`src/rtl/pid_controller_position_increment_unit_defines.svh`:
```
// Assertion macros for the PID position/increment unit.
// Expects clk_i and rst_ni in the scope of use.
`ifndef PID_CONTROLLER_POSITION_INCREMENT_UNIT_DEFINES_SVH
`define PID_CONTROLLER_POSITION_INCREMENT_UNIT_DEFINES_SVH

// Same-cycle implication.
`define PIDPI_ASSERT_NOW(lbl, ante, cons) \
  lbl: assert property (@(posedge clk_i) disable iff (!rst_ni) (ante) |-> (cons)) \
    else $error("pidpi check failed");

// Next-cycle implication.
`define PIDPI_ASSERT_NEXT(lbl, ante, cons) \
  lbl: assert property (@(posedge clk_i) disable iff (!rst_ni) (ante) |=> (cons)) \
    else $error("pidpi check failed");

`endif

```
`src/rtl/pidpi_pkg.sv`:
```
// Shared constants, codes and width helpers for the PID position/increment unit.
// No dependencies.
`timescale 1ns / 1ps

package pidpi_pkg;

  localparam int SAMPLE_BITS_DEF    = 16;
  localparam int GAIN_FRAC_BITS_DEF = 16;
  localparam int GAIN_INT_BITS      = 8;
  localparam int ACCUM_BITS         = 30;
  localparam int CFG_IDX_W          = 3;

  typedef enum logic [CFG_IDX_W-1:0] {
    REG_PROP_GAIN  = 3'd0,
    REG_INT_GAIN   = 3'd1,
    REG_DERIV_GAIN = 3'd2,
    REG_DRIVE_MIN  = 3'd3,
    REG_DRIVE_MAX  = 3'd4,
    REG_ACCUM_LIM  = 3'd5,
    REG_DEAD_BAND  = 3'd6,
    REG_LOOP_FORM  = 3'd7
  } cfg_idx_e;

  typedef enum logic {
    FORM_POSITIONAL  = 1'b0,
    FORM_INCREMENTAL = 1'b1
  } loop_form_e;

  function automatic int max2(input int a, input int b);
    return (a > b) ? a : b;
  endfunction

  // error sum is kept as ACCUM_BITS+2 signed bits
  function automatic int err_sum_width();
    return ACCUM_BITS + 2;
  endfunction

  // integral operand holds either the error sum or one error
  function automatic int op_i_width(input int sample_bits);
    return max2(ACCUM_BITS + 2, sample_bits + 1);
  endfunction

  function automatic int cfg_data_width(input int sample_bits, input int frac_bits);
    return max2(GAIN_INT_BITS + frac_bits, max2(ACCUM_BITS, sample_bits));
  endfunction

endpackage

```
`src/rtl/pidpi_err.sv`:
```
// Error stage: error, dead band, error-sum clamp and error history.
// Produces the three multiplier operands for either loop form. Uses pidpi_pkg.
`timescale 1ns / 1ps

module pidpi_err #(
  parameter int SAMPLE_BITS = pidpi_pkg::SAMPLE_BITS_DEF
) (
  input  logic                                                 clk_i,
  input  logic                                                 rst_ni,
  input  logic                                                 load_i,
  input  logic signed [SAMPLE_BITS-1:0]                        setpoint_i,
  input  logic signed [SAMPLE_BITS-1:0]                        measured_i,
  input  logic        [SAMPLE_BITS-1:0]                        dead_band_i,
  input  logic        [pidpi_pkg::ACCUM_BITS-1:0]              accum_limit_i,
  input  pidpi_pkg::loop_form_e                                loop_form_i,
  output logic signed [SAMPLE_BITS+1:0]                        op_p_o,
  output logic signed [pidpi_pkg::op_i_width(SAMPLE_BITS)-1:0] op_i_o,
  output logic signed [SAMPLE_BITS+2:0]                        op_d_o
);
  import pidpi_pkg::*;

  localparam int E_W   = SAMPLE_BITS + 1;
  localparam int DE_W  = SAMPLE_BITS + 2;
  localparam int D2_W  = SAMPLE_BITS + 3;
  localparam int ES_W  = err_sum_width();
  localparam int OPI_W = op_i_width(SAMPLE_BITS);
  localparam int AC_W  = max2(ES_W, E_W) + 1;

  logic signed [E_W-1:0]   err_raw, err;
  logic        [E_W-1:0]   err_mag;
  logic signed [AC_W-1:0]  acc, acc_clamp, lim_pos, lim_neg;
  logic signed [ES_W-1:0]  err_sum_d, err_sum_q;
  logic signed [E_W-1:0]   last_q, ebl_q;
  logic signed [DE_W-1:0]  de;
  logic signed [D2_W-1:0]  d2e;
  logic signed [DE_W-1:0]  op_p_d, op_p_q;
  logic signed [OPI_W-1:0] op_i_d, op_i_q;
  logic signed [D2_W-1:0]  op_d_d, op_d_q;

  always_comb begin
    err_raw = E_W'(setpoint_i) - E_W'(measured_i);
    err_mag = err_raw[E_W-1] ? E_W'(-err_raw) : err_raw;
    err     = (err_mag < E_W'(dead_band_i)) ? '0 : err_raw;

    lim_pos = $signed(AC_W'(accum_limit_i));
    lim_neg = -lim_pos;
    acc     = AC_W'(err_sum_q) + AC_W'(err);
    if (acc < lim_neg) begin
      acc_clamp = lim_neg;
    end else if (acc > lim_pos) begin
      acc_clamp = lim_pos;
    end else begin
      acc_clamp = acc;
    end
    err_sum_d = ES_W'(acc_clamp);

    de  = DE_W'(err) - DE_W'(last_q);
    d2e = D2_W'(err) - (D2_W'(last_q) <<< 1) + D2_W'(ebl_q);

    if (loop_form_i == FORM_INCREMENTAL) begin
      op_p_d = de;
      op_i_d = OPI_W'(err);
      op_d_d = d2e;
    end else begin
      op_p_d = DE_W'(err);
      op_i_d = OPI_W'(err_sum_d);
      op_d_d = D2_W'(de);
    end
  end

  // error history
  always_ff @(posedge clk_i or negedge rst_ni) begin
    if (!rst_ni) begin
      err_sum_q <= '0;
      last_q    <= '0;
      ebl_q     <= '0;
    end else if (load_i) begin
      last_q <= err;
      if (loop_form_i == FORM_INCREMENTAL) begin
        ebl_q <= last_q;
      end else begin
        err_sum_q <= err_sum_d;
      end
    end
  end

  always_ff @(posedge clk_i) begin
    if (load_i) begin
      op_p_q <= op_p_d;
      op_i_q <= op_i_d;
      op_d_q <= op_d_d;
    end
  end

  assign op_p_o = op_p_q;
  assign op_i_o = op_i_q;
  assign op_d_o = op_d_q;

endmodule

```
`config.mk`:
```
export PLATFORM = sky130hd
export DESIGN_NAME = pidpi_err
export DESIGN_NICKNAME = d
export VERILOG_FILES = /design/src/rtl/pid_controller_position_increment_unit_defines.svh /design/src/rtl/pidpi_pkg.sv /design/src/rtl/pidpi_err.sv
export SDC_FILE = /design/constraint.sdc
export NUM_CORES = 1
export LEC_CHECK = 0
export BUFFER_PORTS_ARGS = -buffer_cell sky130_fd_sc_hd__buf_2
export CORE_MARGIN = 8
export CORE_UTILIZATION = 55
export CTS_BUF_LIST = sky130_fd_sc_hd__clkbuf_4 sky130_fd_sc_hd__clkbuf_8
export CTS_CLUSTER_DIAMETER = 30
export DETAILED_ROUTE_END_ITERATION = 8
export PLACE_DENSITY = 0.81
export SYNTH_ARGS = -nofsm -noshare
export SYNTH_HDL_FRONTEND = slang
export SYNTH_SLANG_ARGS = --single-unit
```
`constraint.sdc`:
```
create_clock -name clk_i -period 9 [get_ports clk_i]
set_input_delay 0.9 -clock clk_i [delete_from_list [all_inputs] [get_ports clk_i]]
set_output_delay 0.9 -clock clk_i [all_outputs]
set_load 0.005 [all_outputs]
```
* After elaboration in Yosys (flattened, before gate mapping)
Cells that the tools add are included.
** Word-level totals
- Output and inout bits :: 69
- Input port bits :: 82
- Word-level logic and storage cells :: 26
- Register bits :: 135
** Cells by class
- Magnitude comparators :: 3
- $add $sub $neg :: 7
- Bitwise logic cells :: 1
- Mux-type cells :: 7
- Reductions and logical operators :: 2
** Operators by type and width (number)
- 32-bit two-way mux :: 3
- 17-bit two-way mux :: 2
- 32-bit by 17-bit adder with 33-bit output :: 1
- 33-bit by 31-bit > comparator with 1-bit output :: 1
- 33-bit less-than comparator :: 1
- 30-bit negation with 33-bit output :: 1
- 19-bit by 17-bit adder with 19-bit output :: 1
- 19-bit two-way mux :: 1
- 17-bit by 18-bit subtractor with 19-bit output :: 1
- 18-bit two-way mux :: 1
- 17-bit by 17-bit subtractor with 18-bit output :: 1
- 17-bit by 16-bit less-than comparator with 1-bit output :: 1
- 17-bit negation :: 1
- 16-bit by 16-bit subtractor with 17-bit output :: 1
- 2-bit AND reduction :: 2
- 1-bit inverter :: 1

* Depth between registers and ports, before layout
- Depth in word-level cells :: 10
- Depth in mapped cells :: 48
- Depth with buffers taken out :: 43

* Worst setup path after synthesis
Ideal clock, no wire load.
- Kind :: input port to flip-flop
- From :: input port setpoint_i[0]
- To :: register op_i_q[1] (netlist: op_i_o[1]), data pin
- Stages :: 47
- Arrival :: 9.979 ns
- Path slack :: -1.146 ns
- Buffers on the path :: 5
- Setup time :: 0.167 ns
- Required time :: 8.833 ns
- Path through :: inv_1 -> ha_1 -> fa_1 -> nand2b_1 -> a21o_1 -> a211o_1 -> a31oi_1 -> o211ai_1 -> a31oi_1 -> clkbuf_1 -> a21oi_1 -> ha_1 -> a21boi_0 -> o21a_1 -> o21ai_0 -> a211oi_1 -> o221ai_1 -> a21oi_1 -> [... 11 more ...] -> o31a_1 -> o21a_1 -> nor2_1 -> inv_1 -> clkbuf_1 -> ha_1 -> nand4_1 -> nor4_1 -> nand2_1 -> nand4_1 -> o22a_1 -> or2_2 -> clkbuf_1 -> clkbuf_1 -> nor2_1 -> a311oi_1 -> o32ai_1 -> a211oi_1
** On the way
- Word-level cells in the longest chain between the ends :: 10
- Elaborated cells on any way between the ends :: 11
- Classes of those cells :: 3 x add/sub; 3 x order compare; 5 x mux
** RTL lines
- from (decl) :: RTL line pidpi_err.sv:11 : input logic signed [SAMPLE_BITS-1:0] setpoint_i,
- 16-bit by 16-bit subtractor with 17-bit output (*) :: RTL line pidpi_err.sv:41 : err_raw = E_W'(setpoint_i) - E_W'(measured_i);
- 17-bit negation :: RTL line pidpi_err.sv:42 : err_mag = err_raw[E_W-1] ? E_W'(-err_raw) : err_raw;
- 17-bit two-way mux :: RTL line pidpi_err.sv:42
- 17-bit by 16-bit less-than comparator with 1-bit output :: RTL line pidpi_err.sv:43 : err = (err_mag < E_W'(dead_band_i)) ? '0 : err_raw;
- 17-bit two-way mux (*) :: RTL line pidpi_err.sv:43
- via err[0] :: RTL line pidpi_err.sv:29 : logic signed [E_W-1:0] err_raw, err;
- 32-bit by 17-bit adder with 33-bit output (*) :: RTL line pidpi_err.sv:47 : acc = AC_W'(err_sum_q) + AC_W'(err);
- 33-bit by 31-bit > comparator with 1-bit output :: RTL line pidpi_err.sv:50 : end else if (acc > lim_pos) begin
- 32-bit two-way mux :: RTL line pidpi_err.sv:50
- 32-bit two-way mux (*) :: RTL line pidpi_err.sv:48 : if (acc < lim_neg) begin
- 32-bit two-way mux (*) :: RTL line pidpi_err.sv:60 : if (loop_form_i == FORM_INCREMENTAL) begin
- via op_i_d[1] :: RTL line pidpi_err.sv:37 : logic signed [OPI_W-1:0] op_i_d, op_i_q;
- to (signal assigned) :: RTL line pidpi_err.sv:90 : op_i_q <= op_i_d;
- to (decl) :: RTL line pidpi_err.sv:37
Mark *: on every way through the listed nets, which the timed path passes. The rest lies on a longest branch.
A chain may end at the register's enable or synchronous reset.

* Final worst setup path
- From :: input port setpoint_i[0]
- To :: register op_i_q[18] (netlist: op_i_o[18]), data pin
Same word-level chain as after synthesis.

==> impl_metrics.csv <==
group,metric,value,unit
outcome,status,"finished, violations left",
outcome,failed_checks,"setup timing",
sta,tightest_slew,1.17,ns
route,met2_length,22.4,mm
route,drc_errors,0,
route,drt_iter0_drc,1590,
grt,grt_first_pass_wirelength,72.4,mm
critical_path,required,9.18,ns
placed_design,dp_hpwl,34.6,mm
critical_path,end_kind,"flip-flop",
clocking,numCtsBuffers,17,
sta,final.period_utilization,1.03,
die,die_h,172,um
die,pin_count,151,
finish,synthToLayoutAreaGrowth,36.8,%
synthesis,syn_area,13400,sq um
route,route.met3.wl,4.25,mm
critical_path,worstPathMaxFanout,8,
clocking,worstSkewPairLatency,0.47,ns
sta,drv_slew,0,
finish,drive_gt1_frac,0.336,
route,wl_met1,19.0,mm
synthesis,yosysMostFrequentCell,"inv_1",
die,num_rows,57,
synthesis,synthArstFlopShare,0.489,
synthesis,syn_avg_cell_area,8.45,sq um
critical_path,slowest_stage,"or4_4",
clocking,cts_tree,"done",
hold_path,hold_path_class,"reg -> reg",
grt,track_usage,0.308,
synthesis,yosys_warnings,0,
route,via_per_inst,6.17,
sta,relSlewSlack,0.215,
sta,fin_skew,0.0140,ns
synthesis,seq_area_frac_synth,0.277,
critical_path,slowest_delay,0.51,ns
clocking,clkSlewWorstSetupHoldPaths,0.09,ns
sta,finalSetupViolCount,54,
clocking,clockBufferDepth,2,
flow_run,max_cap_violations,0,
synthesis,syn_inst,1590,
clocking,cts_sinks,135,
route,vias,14500,
die,core_area,24200,sq um
synthesis,synth-edff-count,69,
synthesis,synth_cell_type_count,79,
finish,fillers,1612,
clocking,htree_levels,4,
critical_path,start_kind,"primary input",
grt,grt_pass1_vias,14200,
synthesis,synth_common_cells,"inv_1 (171), ha_1 (162), nand2_1 (138), o21ai_0 (112), nor2_1 (104)",
synthesis,yosysTopAreaCell,"edfxtp_1",
die,fp.dieW,172,um
synthesis,synth_top_area_frac,0.154,
synthesis,synthFlopType,"edfxtp_1",
sta,setup_ws,-0.239,ns
clocking,cts-root-buf,"clkbuf_8",
sta,timing_hold_violations_final,0,
grt,grt_max_degree,67,
synthesis,synth-seq-cells,135,
route,first_pass_iters,5,
grt,grt_antenna_before_repair,2,
sta,post-route-min-period,9.24,ns
finish,nets,2282,
placed_design,io_buffers,150,
placed_design,gp_congestion,0.988,
sta,rsz0062_at_grt,"true",
route,ant_nets,0,
route,routed_wl,47.8,mm
sta,fmax,108,MHz
route,routedWlPerCell,20.3,um
critical_path,crit_arrival,9.42,ns
finish,final_core_util,0.760,
die,die-area,29700,sq um
route,topRoutingLayerUsed,"met5",
grt,overflow,0,
synthesis,synth_nets,1854,
critical_path,critPathKind,"in -> reg",
sta,fin_hold_ws,0.486,ns
synthesis,synth.area.top_cells,"edfxtp_1 (15%), ha_1 (15%), dfrtp_1 (12%)",
die,initial_utilization,0.556,
==> stage by stage <==
step                      area (sq um)  setup slack [ns]  cells  setup TNS, ns
final                            18400            -0.239   2354          -6.82
after global routing             18400            -0.578   2354         -27.49
after CTS                        17700           -0.0338   2333         -0.242
after detailed placement         16500             -1.46   2269         -76.41
after global placement           16500             -1.22   2269         -59.42
after floorplan                  13600           0.00410   1590              0
==> sequential cells by signal (all words and copies together), names as in the netlist <==
name and count:
last_q 17, err_sum_q 32, ebl_q 17, op_d_o 19, op_p_o 18, op_i_o 32
==> worst paths after layout <==
| check | cells past startpoint | endpoint | startpoint | slack, ns |
|---|---|---|---|---|
| worst max-delay path | 41 | op_i_o[18] | setpoint_i[0] | -0.24 |
| worst max register to register | 24 | op_i_o[18] | err_sum_q[0] | 3.83 |
| min in group asynchronous | 2 | err_sum_q[18] | rst_ni | 0.62 |
| worst min register to register | 2 | ebl_q[14] | ebl_q[14] | 0.49 |
| max in group asynchronous | 2 | last_q[2] | rst_ni | 7.65 |
| worst min-delay path | 2 | ebl_q[14] | ebl_q[14] | 0.49 |
==> kinds of logic after synthesis <==
| group | after synthesis | synth area share |
|---|---|---|
| DFF | 135 | 0.277 |
| xor gates and xnor gates | 103 | 0.0671 |
| adders and majority gates | 182 | 0.181 |
| buffers and inverters | 229 | 0.0653 |
| muxes | 43 | 0.0332 |
| and+or+nand+nor | 484 | 0.176 |
| AOI/OAI and AO/OA | 414 | 0.201 |
==> critical path, delay by kind of cell <==
kind,cells,cell delay (ns)
AO/OA/AOI/OAI,16,3.17
XOR/XNOR,2,0.33
adder cells (fa/ha/maj),5,1.52
buffers and inverters,8,1.13
AND/OR/NAND/NOR,10,2.35
==> final cells by class <==
cell class,instances,area [sq um],area share
multi-input cells,1226,9930,0.540
repair buffers,466,3290,0.179
flip-flops and latches,135,3720,0.203
clock inverters,12,119,0.00647
well taps,324,405,0.0221
clock buffers,18,248,0.0135
diodes,1,2.50,0.000136
inverters,172,656,0.0357
==> timing repair <==
item	in CTS	in global routing
buffers inserted	34	20
endpoints found under the hold margin	0	0
cloned	1	1
setup endpoints to repair	64	64
resized for setup	107	109
pin swaps	67	64
hold buffers	0	0
==> metal layers <==
layer  GRT usage  vias up
met5           0        -
met4       0.151        2
li1            -     6585
met1       0.389     6932
met2       0.505      805
met3      0.0525      190
==> cells in the final DEF (no fill, tap or decap), types with 12 or more instances in the layout <==
cell type  synthesis  final
o21ai_0          112     93
o21ai_1            4     18
nand3_1           58     56
a21oi_1           85     68
a21o_1            30     30
and3_1            18     18
dfrtp_1           66     66
o211ai_1          14     14
buf_4              1    297
nor2_1           104     91
buf_6              1     13
nand4_1           20     20
nand2_1          138    136
inv_1            171    163
buf_2              5    147
a21oi_2            0     12
nand2b_1          20     17
edfxtp_1          69     69
mux2i_1           30     24
fa_1              20     18
clkbuf_8           0     18
and2_1            13     12
ha_1             162    149
xor2_1            27     27
o21a_1            21     21
xnor2_1           76     74
nor2b_1           21     17
nor3_1            45     35
Power is left out: the tool's default activity adds up to more than one toggle a clock period on the data nets, which glitch-free logic cannot reach.
